**src/hw/rtl/twmj_pkg.sv**
```systemverilog
// ----------------------------------------------------------------------------
// twmj_pkg: shared types and constants
// Item codes, register map, controller states and the command/status
// structs that join the controller and the datapath.
// ----------------------------------------------------------------------------
package twmj_pkg;

    // default table size
    localparam int TABLE_DEPTH_DEF = 1024;

    // field widths
    localparam int STAMP_W  = 32;
    localparam int MAG_W    = 16;
    localparam int WINDOW_W = 24;
    localparam int APB_AW   = 3;
    localparam int APB_DW   = 32;

    // register map and reset values
    localparam logic [APB_AW-1:0]   ADDR_MATCH_WINDOW  = 3'd0;
    localparam logic [WINDOW_W-1:0] MATCH_WINDOW_RESET = 24'd60;

    // item kinds
    localparam logic [1:0] KIND_LOAD  = 2'd0;
    localparam logic [1:0] KIND_QUERY = 2'd1;
    localparam logic [1:0] KIND_CLEAR = 2'd2;

    // controller states
    typedef enum logic [1:0] {
        ST_IDLE,
        ST_SCAN,
        ST_DRAIN,
        ST_FINISH
    } ctrl_state_t;

    // controller to datapath commands
    typedef struct packed {
        logic load;
        logic clear;
        logic query;
        logic scan_rd;
        logic capture;
    } dp_cmd_t;

    // datapath to controller status
    typedef struct packed {
        logic empty;
        logic scan_last;
    } dp_status_t;

endpackage

```
**src/hw/rtl/twmj_ctrl.sv**
```systemverilog
// ----------------------------------------------------------------------------
// twmj_ctrl: sequencing controller
// Decodes incoming transactions and steps a query through the table scan.
// ----------------------------------------------------------------------------
module twmj_ctrl (
    input  logic                 clk,
    input  logic                 rst_n,
    input  logic                 start,
    input  logic [1:0]           kind,
    input  twmj_pkg::dp_status_t status,
    output twmj_pkg::dp_cmd_t    cmd,
    output logic                 busy,
    output logic                 done
);
    import twmj_pkg::*;

    ctrl_state_t state_reg;
    ctrl_state_t state_next;
    logic        done_reg;

    // state and strobe registers
    always_ff @(posedge clk or negedge rst_n)
    begin
        if (!rst_n)
        begin
            state_reg <= ST_IDLE;
            done_reg  <= 1'b0;
        end
        else
        begin
            state_reg <= state_next;
            done_reg  <= cmd.capture;
        end
    end

    // next state and commands
    always_comb
    begin
        state_next = state_reg;
        cmd        = '0;
        unique case (state_reg)
            ST_IDLE:
            begin
                if (start)
                begin
                    unique case (kind)
                        KIND_LOAD:
                        begin
                            cmd.load = 1'b1;
                        end
                        KIND_CLEAR:
                        begin
                            cmd.clear = 1'b1;
                        end
                        KIND_QUERY:
                        begin
                            cmd.query  = 1'b1;
                            state_next = status.empty ? ST_FINISH : ST_SCAN;
                        end
                        default:
                        begin
                            state_next = ST_IDLE;
                        end
                    endcase
                end
            end
            ST_SCAN:
            begin
                cmd.scan_rd = 1'b1;
                if (status.scan_last)
                begin
                    state_next = ST_DRAIN;
                end
            end
            ST_DRAIN:
            begin
                state_next = ST_FINISH;
            end
            ST_FINISH:
            begin
                cmd.capture = 1'b1;
                state_next  = ST_IDLE;
            end
            default:
            begin
                state_next = ST_IDLE;
            end
        endcase
    end

    assign busy = (state_reg != ST_IDLE);
    assign done = done_reg;

endmodule

```
**config.mk**
```make
export PLATFORM = sky130hd
export DESIGN_NAME = twmj_ctrl
export DESIGN_NICKNAME = d
export VERILOG_FILES = /design/src/hw/rtl/twmj_pkg.sv /design/src/hw/rtl/twmj_ctrl.sv
export SDC_FILE = /design/constraint.sdc
export NUM_CORES = 1
export LEC_CHECK = 0
export BUFFER_PORTS_ARGS = -buffer_cell sky130_fd_sc_hd__buf_2
export CELL_PAD_IN_SITES_DETAIL_PLACEMENT = 0
export CELL_PAD_IN_SITES_GLOBAL_PLACEMENT = 1
export CORE_AREA = 2 2 39 41
export CTS_CLUSTER_DIAMETER = 120
export DETAILED_ROUTE_END_ITERATION = 12
export DIE_AREA = 0 0 41 43
export PLACE_DENSITY = 0.62
export SLEW_MARGIN = 20
export SYNTH_ARGS = -nofsm -noshare
export SYNTH_HDL_FRONTEND = slang
export SYNTH_SLANG_ARGS = --single-unit
```
**constraint.sdc**
```tcl
create_clock -name clk -period 1.9 [get_ports clk]
set_input_delay 0.19 -clock clk [delete_from_list [all_inputs] [get_ports clk]]
set_output_delay 0.19 -clock clk [all_outputs]
set_load 0.02 [all_outputs]
```
Word level (Yosys, flattened, before mapping)
Cells that the tools add are included.
- eq/ne operators: 8
- reduce and logical (&&, ||, !) cells: 5
- muxes and demuxes: 12
- operator list (operator ; count):
    $pmux W2 S4 ; 1
    $eq A2 B2 Y1 const B ; 3
    $mux W2 ; 3
    $mux W3 ; 2
    $ne A2 B2 Y1 const B ; 3
    $mux W1 ; 5
    $eq A2 B1 Y1 const B ; 2
    $logic_not A2 Y1 ; 2
    $pmux W2 S2 ; 1
    $reduce_and A3 Y1 ; 1
    $reduce_bool A2 Y1 ; 1
    $reduce_or A2 Y1 ; 1
- word-level logic and storage cells: 27
- output and inout port bits: 7
- register bits after elaboration: 3

Longest topological paths before layout
Gate-level depths: netlist (run 1).
- word-level depth: 5
- depth in mapped cells: 5

Worst setup path after synthesis (run 1)
No wires, ideal clock.
- path type: register to register
- start: register state_reg[0]
- end: register state_reg[1]
- setup time: 127 ps
- stages on the path, launching flop included: 5
- data arrival time: 1472 ps
- setup slack: 300 ps
- path buffers: 0
- path through: dfrtp_1 inv_1 ha_1 a222oi_1 mux2_1
- longest elaborated chain between the ends: 3
- RTL lines (element ; line ; text):
    start, declared ; twmj_ctrl.sv:17 ; ctrl_state_t state_reg;
    start signal, assigned ; twmj_ctrl.sv:31 ; state_reg <= state_next;
    $eq A2 B1 Y1 / $logic_not A2 Y1 (equally long branches) ; twmj_ctrl.sv:41 ; unique case (state_reg)
    $ne A2 B2 Y1 (no source line) ; - ;
    $reduce_and A3 Y1 (no source line) ; - ;
Several ways; a longest one is shown, not always the timed one.
A chain may end at the register's enable or synchronous reset.

Worst setup path in the final report (run 1)
Same ends and word-level chain as after synthesis.

==> results of run 1 <==
-- placed cells by master (no fill, tap or decap), types with 2 or more instances in the layout --
master	Yosys	final
ha_1	5	5
buf_2	0	13
clkbuf_4	0	3
inv_1	8	8
dfrtp_1	3	3
nand2_1	2	2
-- power breakdown --
group | internal, mW | switching [mW]
registers | 0.0830 | 0.0144
logic | 0.0931 | 0.134
clock network | 0.0787 | 0.0324
-- metal layers --
metal	part of all wire, %	wire length, um
met1	45	244
met4	0	0
met5	0	0
met2	48	258
met3	7.2	39
-- timing repair --
item,CTS,global route
hold endpoints to repair,3,0
resized for setup,0,0
hold buffers,1,0
-- kinds of logic (layout without fill, tap and decap cells) --
family	after synthesis	count (layout)	synth area share, %
adders and majority gates	5	5	25.3
buffers and inverters	8	26	12.1
muxes	3	3	13.1
AOI/OAI and AO/OA	2	2	6.57
and+or+nand+nor	6	6	12.6
DFF	3	3	30.3
-- how the worst min path moves through the flow --
stage          startpoint            to  slack (ns)  depth (start not counted)
3_5_place_dp        rst_n          done       -0.01                          1
6_report            rst_n          done        0.28                          2
2_1_floorplan       rst_n          done       -0.11                          0
3_3_place_gp        rst_n          done       -0.01                          1
4_1_cts             rst_n  state_reg[0]        0.27                          2
5_1_grt             rst_n  state_reg[1]        0.27                          2
-- per-stage QoR --
stage / area, um^2 / hold WS, ns
final: 369 / 0.283
after CTS: 369 / 0.268
after global placement: 333 / -0.0112
after detailed placement: 333 / -0.0134
after global routing: 369 / 0.270
after floorplan: 248 / -0.106
-- layout make-up --
type / instances / area [um^2]
clock buffers: 4 / 26.3
fillers: 156 / 1010
inverters: 8 / 30.0
multi-input cells: 16 / 143
flip-flops and latches: 3 / 75.1
well taps: 16 / 20.0
repair buffers: 14 / 75.1
-- critical path, delay by kind of cell, from the launching register on --
kind | cells | cell delay (ns)
AOI/OAI and AO/OA | 1 | 0.49
adders and majority gates | 1 | 0.26
buffers and inverters | 1 | 0.10
DFF | 1 | 0.37
muxes | 1 | 0.38
==> qor.log, run 1 <==
INFO  yosys          netlist_area=248um^2
INFO  yosys          post_synthesis_sequential_element_count=3
INFO  clock_tree     cts_max_path_buffers=2
INFO  yosys          synth-edff-count=0
INFO  die            die_w=41um
INFO  yosys          synth_cell_types=13
INFO  setup_path     timing.reg2reg.setup_slack=0.17ns
INFO  yosys          synthesis.area_per_instance=9.18um^2
INFO  yosys          syn_nets=39
INFO  timing         max-slew-margin-rel=70.1%
INFO  global_route   global_route_wire_length_before_repair=765um
INFO  status         run_status=complete, no violations
INFO  clock_tree     clock_pin_slew_on_the_worst_setup_and_hold_paths=0.04ns
INFO  layout         finish.net_count=58
INFO  pwr            p_leak=0.220nW
INFO  setup_path     start_kind=register
INFO  setup_path     r2r.worst_path.cells=4
INFO  yosys          ys_async_sr_fraction=100%
INFO  layout         num_antenna_cells=0
INFO  setup_path     timing.setup.critical_path_class=reg -> reg
INFO  die            pin_count=14
INFO  clock_tree     insertion_delay=0.23ns
INFO  timing         fmax=579MHz
INFO  die            total_die_area=1760um^2
INFO  pwr            power-per-cell-area=1180nW/um^2
INFO  routing        post_drt_wl_per_cell=8.89um
INFO  clock_tree     cts.repair_timing.setup_buffer_count=0
INFO  global_route   total_global_routing_overflow=0
INFO  global_route   grt_use_total=7.05%
INFO  routing        drt_iter0_drc=4
INFO  timing         report.final.hold_viol_count=0
INFO  yosys          synth.yosys.seq_area_share=30.3%
INFO  placement      placed_cells_incl_taps=56
INFO  timing         final_worst_path_cycle_share=90.9%
INFO  setup_path     cp-endpoint=state_reg[1]
INFO  layout         post_layout_nonfiller_instances=61
INFO  yosys          synth_warnings=0
INFO  die            floorplan.core_area=1380um^2
INFO  min_path       worst_hold_path_class=in -> async
INFO  routing        routed-via-count=235
INFO  timing         slew_viol_final=0
INFO  pwr            fin_total_pwr=436uW
INFO  clock_tree     clock_tree.root_cell=clkbuf_4
INFO  routing        drt_wirelength=542um
INFO  die            placement_rows=14
INFO  setup_path     crit_path_top_delay_cell=a222oi_1
INFO  setup_path     crit_chain=inv_1 -> ha_1 -> a222oi_1 -> mux2_1
INFO  timing         final-setup-viol-count=0
INFO  timing         worst_clock_skew=0.000752ns
INFO  clock_tree     cts-htree-levels=1
INFO  placement      place_worst_setup_slack=0.179ns
INFO  timing         final.min_clock_period=1.73ns
INFO  global_route   gr-usage-met3=3.14%
INFO  global_route   grt.met1_usage=6.82%
INFO  setup_path     cp_data_required_time=2.01ns
INFO  layout         post-route-util=26.7%
INFO  pwr            vdd.ir_drop.worst=0.000390V
INFO  setup_path     critPathArrivalTime=1.83ns
INFO  global_route   grt_antenna_before_repair=0
INFO  setup_path     crit_start=state_reg[0]
INFO  timing         postLayoutSetupSlackWorst=0.174ns
INFO  timing         worst_pin_slew=0.449ns
INFO  yosys          synth_cells=27
INFO  placement      gp_congestion=0.672
INFO  setup_path     worstPathMaxFanout=5
INFO  yosys          synth_top_area_cell=dfrtp_1
INFO  timing         setup_total_negative_slack=0ns
INFO  yosys          yosys.cell_count.top_type=inv_1
INFO  global_route   first_global_vias=225
INFO  yosys          netlist_top_cells_area=dfrtp_1 30%, ha_1 25%, inv_1 12%, mux2_1 4.5%, mux2_2 4.5%
INFO  placement      placement.io_buffers=13
INFO  yosys          synthFlopType=dfrtp_1
INFO  setup_path     regToRegStartpoint=state_reg[0]
INFO  yosys          post-synth-top-area-fraction=30.3%
INFO  routing        via_per_inst=3.85
INFO  global_route   grt_max_degree=6
INFO  setup_path     crit_end_category=register
INFO  routing        ant_nets=0
INFO  routing        drt-pass1-iter-count=6
INFO  global_route   use_met2=9.69%
INFO  clock_tree     cts_num_sinks=3
INFO  routing        drcViolationCount=0
INFO  clock_tree     cts_inserted_buffers=3
INFO  timing         grt_setup_unrepaired=no
INFO  setup_path     timing.rr.end=state_reg[1]
INFO  layout         max_ffs_per_register=2
INFO  layout         post_route_cells_drive_above_1_share=37.8%
INFO  run            max_cap_violations=0
INFO  layout         synthesis_to_finish_area_growth=49.0%
INFO  clock_tree     clock_tree_from_tritoncts=built
INFO  global_route   grt.busiest_layer=met2
INFO  yosys          synth_common_cells=8 x inv_1, 5 x ha_1, 3 x dfrtp_1, 2 x nand2_1
INFO  die            dieHeight=43um
INFO  die            floorplan.initialDensity=17.9%
INFO  setup_path     slowest_delay=0.49ns
INFO  placement      place_hpwl=413um
No activity file was read; power rests on OpenSTA's default activity.
==> run 2: changes to the inputs <==
--- a/config.mk
+++ b/config.mk
@@ -8,10 +8,10 @@
 export BUFFER_PORTS_ARGS = -buffer_cell sky130_fd_sc_hd__buf_2
 export CELL_PAD_IN_SITES_DETAIL_PLACEMENT = 0
 export CELL_PAD_IN_SITES_GLOBAL_PLACEMENT = 1
-export CORE_AREA = 2 2 39 41
+export CORE_AREA = 5 5 42 44
 export CTS_CLUSTER_DIAMETER = 120
 export DETAILED_ROUTE_END_ITERATION = 12
-export DIE_AREA = 0 0 41 43
+export DIE_AREA = 0 0 47 49
 export PLACE_DENSITY = 0.62
 export SLEW_MARGIN = 20
 export SYNTH_ARGS = -nofsm -noshare
==> qor.log, run 2 (synthesis gave the netlist of run 1 again) <==
INFO  setup_path     crit_end_category=register
INFO  routing        drt_iter0_drc=3 [-1]
INFO  clock_tree     post_cts_resize_count=0 [unchanged]
INFO  status         run_status=complete, no violations
INFO  die            die_w=47um [+15%]
INFO  pwr            clockPowerShare=25.8% [+0.3 points]
INFO  die            dieHeight=49um [+14%]
INFO  pwr            fin_total_pwr=431uW [-1.1%]
INFO  pwr            power_switching_share=41.0% [-0.56 points]
INFO  layout         synthesis_to_finish_area_growth=49.0% [unchanged]
INFO  timing         report.final.hold_viol_count=0 [unchanged]
INFO  timing         final_worst_path_cycle_share=90.1% [-0.79 points]
INFO  setup_path     worstPathMaxFanout=5 [unchanged]
INFO  timing         max-slew-margin-rel=69.4% [-0.69 points]
INFO  run            max_cap_violations=0 [unchanged]
INFO  pwr            vdd.ir_drop.worst=0.000534V [+37%]
INFO  layout         num_antenna_cells=0 [unchanged]
INFO  layout         max_ffs_per_register=2 [unchanged]
INFO  routing        post_drt_wl_per_cell=8.77um [-1.3%]
INFO  routing        drcViolationCount=0 [unchanged]
INFO  timing         hold_slack=0.277ns [-0.00584 ns]
INFO  routing        ant_nets=0 [unchanged]
INFO  placement      gp_congestion=0.647 [-3.8%]
INFO  pwr            power.sequential.fraction=22.4% [about the same]
INFO  min_path       worst_hold_path_class=in -> async
INFO  placement      place_hpwl=450um [+8.8%]
INFO  layout         mostFrequentLayoutCell=buf_2
INFO  clock_tree     cts_max_path_buffers=2 [unchanged]
INFO  pwr            p_leak=0.220nW [unchanged]
INFO  timing         worst_pin_slew=0.459ns [+0.0104 ns]
INFO  timing         fmax=584MHz [+0.88%]
INFO  clock_tree     clock_tree_from_tritoncts=built
INFO  clock_tree     post_cts_hold_buffer_count=1 [unchanged]
INFO  pwr            p_int=254uW [-0.15%]
INFO  timing         final.min_clock_period=1.71ns [-0.0150 ns]
INFO  timing         grt_setup_unrepaired=no
INFO  placement      placed_cell_area=333um^2 [unchanged]
INFO  placement      placement.io_buffers=13 [unchanged]
INFO  clock_tree     clock_pin_slew_on_the_worst_setup_and_hold_paths=0.04ns [about the same]
INFO  die            pin_count=14 [unchanged]
INFO  routing        via_per_inst=3.72 [-3.4%]
INFO  global_route   grt_max_degree=6 [unchanged]
INFO  clock_tree     cts.repair_timing.setup_buffer_count=0 [unchanged]
INFO  setup_path     r2r.worst_path.cells=4 [unchanged]
INFO  clock_tree     cts_num_sinks=3 [unchanged]
INFO  die            floorplan.core_area=1400um^2 [+1.3%]
INFO  timing         slew_viol_final=0 [unchanged]
INFO  die            floorplan.initialDensity=17.7% [-0.22 points]
INFO  setup_path     timing.setup.critical_path_class=reg -> reg
INFO  setup_path     start_kind=register
INFO  layout         final_design_area_no_fill=369um^2 [unchanged]
INFO  global_route   global_route_wire_length_before_repair=807um [+5.5%]
INFO  routing        drt-pass1-iter-count=5 [-1]
INFO  layout         nFillCells=158 [+1.3%]
INFO  pwr            power-per-cell-area=1170nW/um^2 [-1.1%]
INFO  clock_tree     cts-htree-levels=1 [unchanged]
INFO  die            total_die_area=2300um^2 [+31%]
INFO  clock_tree     cts_inserted_buffers=3 [unchanged]
INFO  routing        drt_wirelength=535um [-1.3%]
INFO  pwr            share_comb_of_total_power=51.8% [-0.4 points]
INFO  setup_path     critPathArrivalTime=1.82ns [about the same]
INFO  timing         setup_total_negative_slack=0ns [unchanged]
INFO  timing         worst_clock_skew=0.000437ns [-0.000315 ns]
INFO  global_route   first_global_vias=227 [+0.89%]
INFO  die            placement_rows=14 [unchanged]
INFO  timing         final-setup-viol-count=0 [unchanged]
INFO  layout         finish.net_count=58 [unchanged]
INFO  setup_path     cp_data_required_time=2.01ns [about the same]
INFO  layout         post_route_cells_drive_above_1_share=37.8% [unchanged]
INFO  layout         post_layout_nonfiller_instances=61 [unchanged]
INFO  global_route   grt_use_total=5.29% [-1.8 points]
INFO  clock_tree     insertion_delay=0.23ns [about the same]
INFO  global_route   grt_antenna_before_repair=0 [unchanged]
INFO  placement      placed_cells_incl_taps=56 [unchanged]
INFO  global_route   total_global_routing_overflow=0 [unchanged]
INFO  routing        routed-via-count=227 [-3.4%]
INFO  layout         layout_common_cells=13 x buf_2, 8 x inv_1, 5 x ha_1
INFO  clock_tree     clock_tree.root_cell=clkbuf_4
INFO  pwr            p_sw=177uW [-2.4%]
run 2: cell counts in the layout (fill, tap and decap cells not counted):
Identical to the previous run, type by type.
run 2: worst max-delay path: stages, from the launching register on:
cell,delay (ns)
dfrtp_1,0.37
inv_1,0.10
ha_1,0.26
a222oi_1,0.50
mux2_1,0.37
run 2: path summary, 6_finish.rpt:
path / slack, ns / start / end
hold / removal: 0.28 / rst_n / state_reg[1]
max in group asynchronous: 1.52 / rst_n / done
setup reg to reg: 0.19 / state_reg[0] / state_reg[1]
hold reg to reg: 0.55 / state_reg[1] / state_reg[1]
setup / recovery: 0.19 / state_reg[0] / state_reg[1]
min in group clk: 0.35 / status[1] / state_reg[1]
run 2: layout make-up:
cell class              instances  area (um^2)  share of cell area (%)
flip-flops and latches          3         75.1                    20.3
clock buffers                   4         26.3                    7.12
multi-input cells              16          143                    38.6
inverters                       8         30.0                    8.14
repair buffers                 14         75.1                    20.3
well taps                      16         20.0                    5.42
run 2: routing by layer:
layer / global-route usage (%) / vias up / share of wire [%]
li1: - / 120 / -
met1: 5.53 / 95 / 44
met2: 7.24 / 12 / 42
met3: 1.11 / 0 / 14
met4: 6.91 / 0 / 0
met5: 0 / - / 0
run 2: power groups by stage:
stage	Clock [mW]	Combinational, mW	Sequential [mW]
final	0.111	0.224	0.0965
after global routing	0.121	0.249	0.0997
after CTS	0.118	0.229	0.0973
after detailed placement	0	0.226	0.0982
after global placement	0	0.231	0.0971
after floorplan	0	0.163	0.100
run 2: through the flow:
stage | setup slack [ns] | util [%]
floorplan | 0.300 | -
global placement | 0.212 | 23.8
detailed placement | 0.169 | 23.8
CTS | 0.165 | 26.3
global route | 0.0704 | 26.3
finish | 0.189 | 26.3
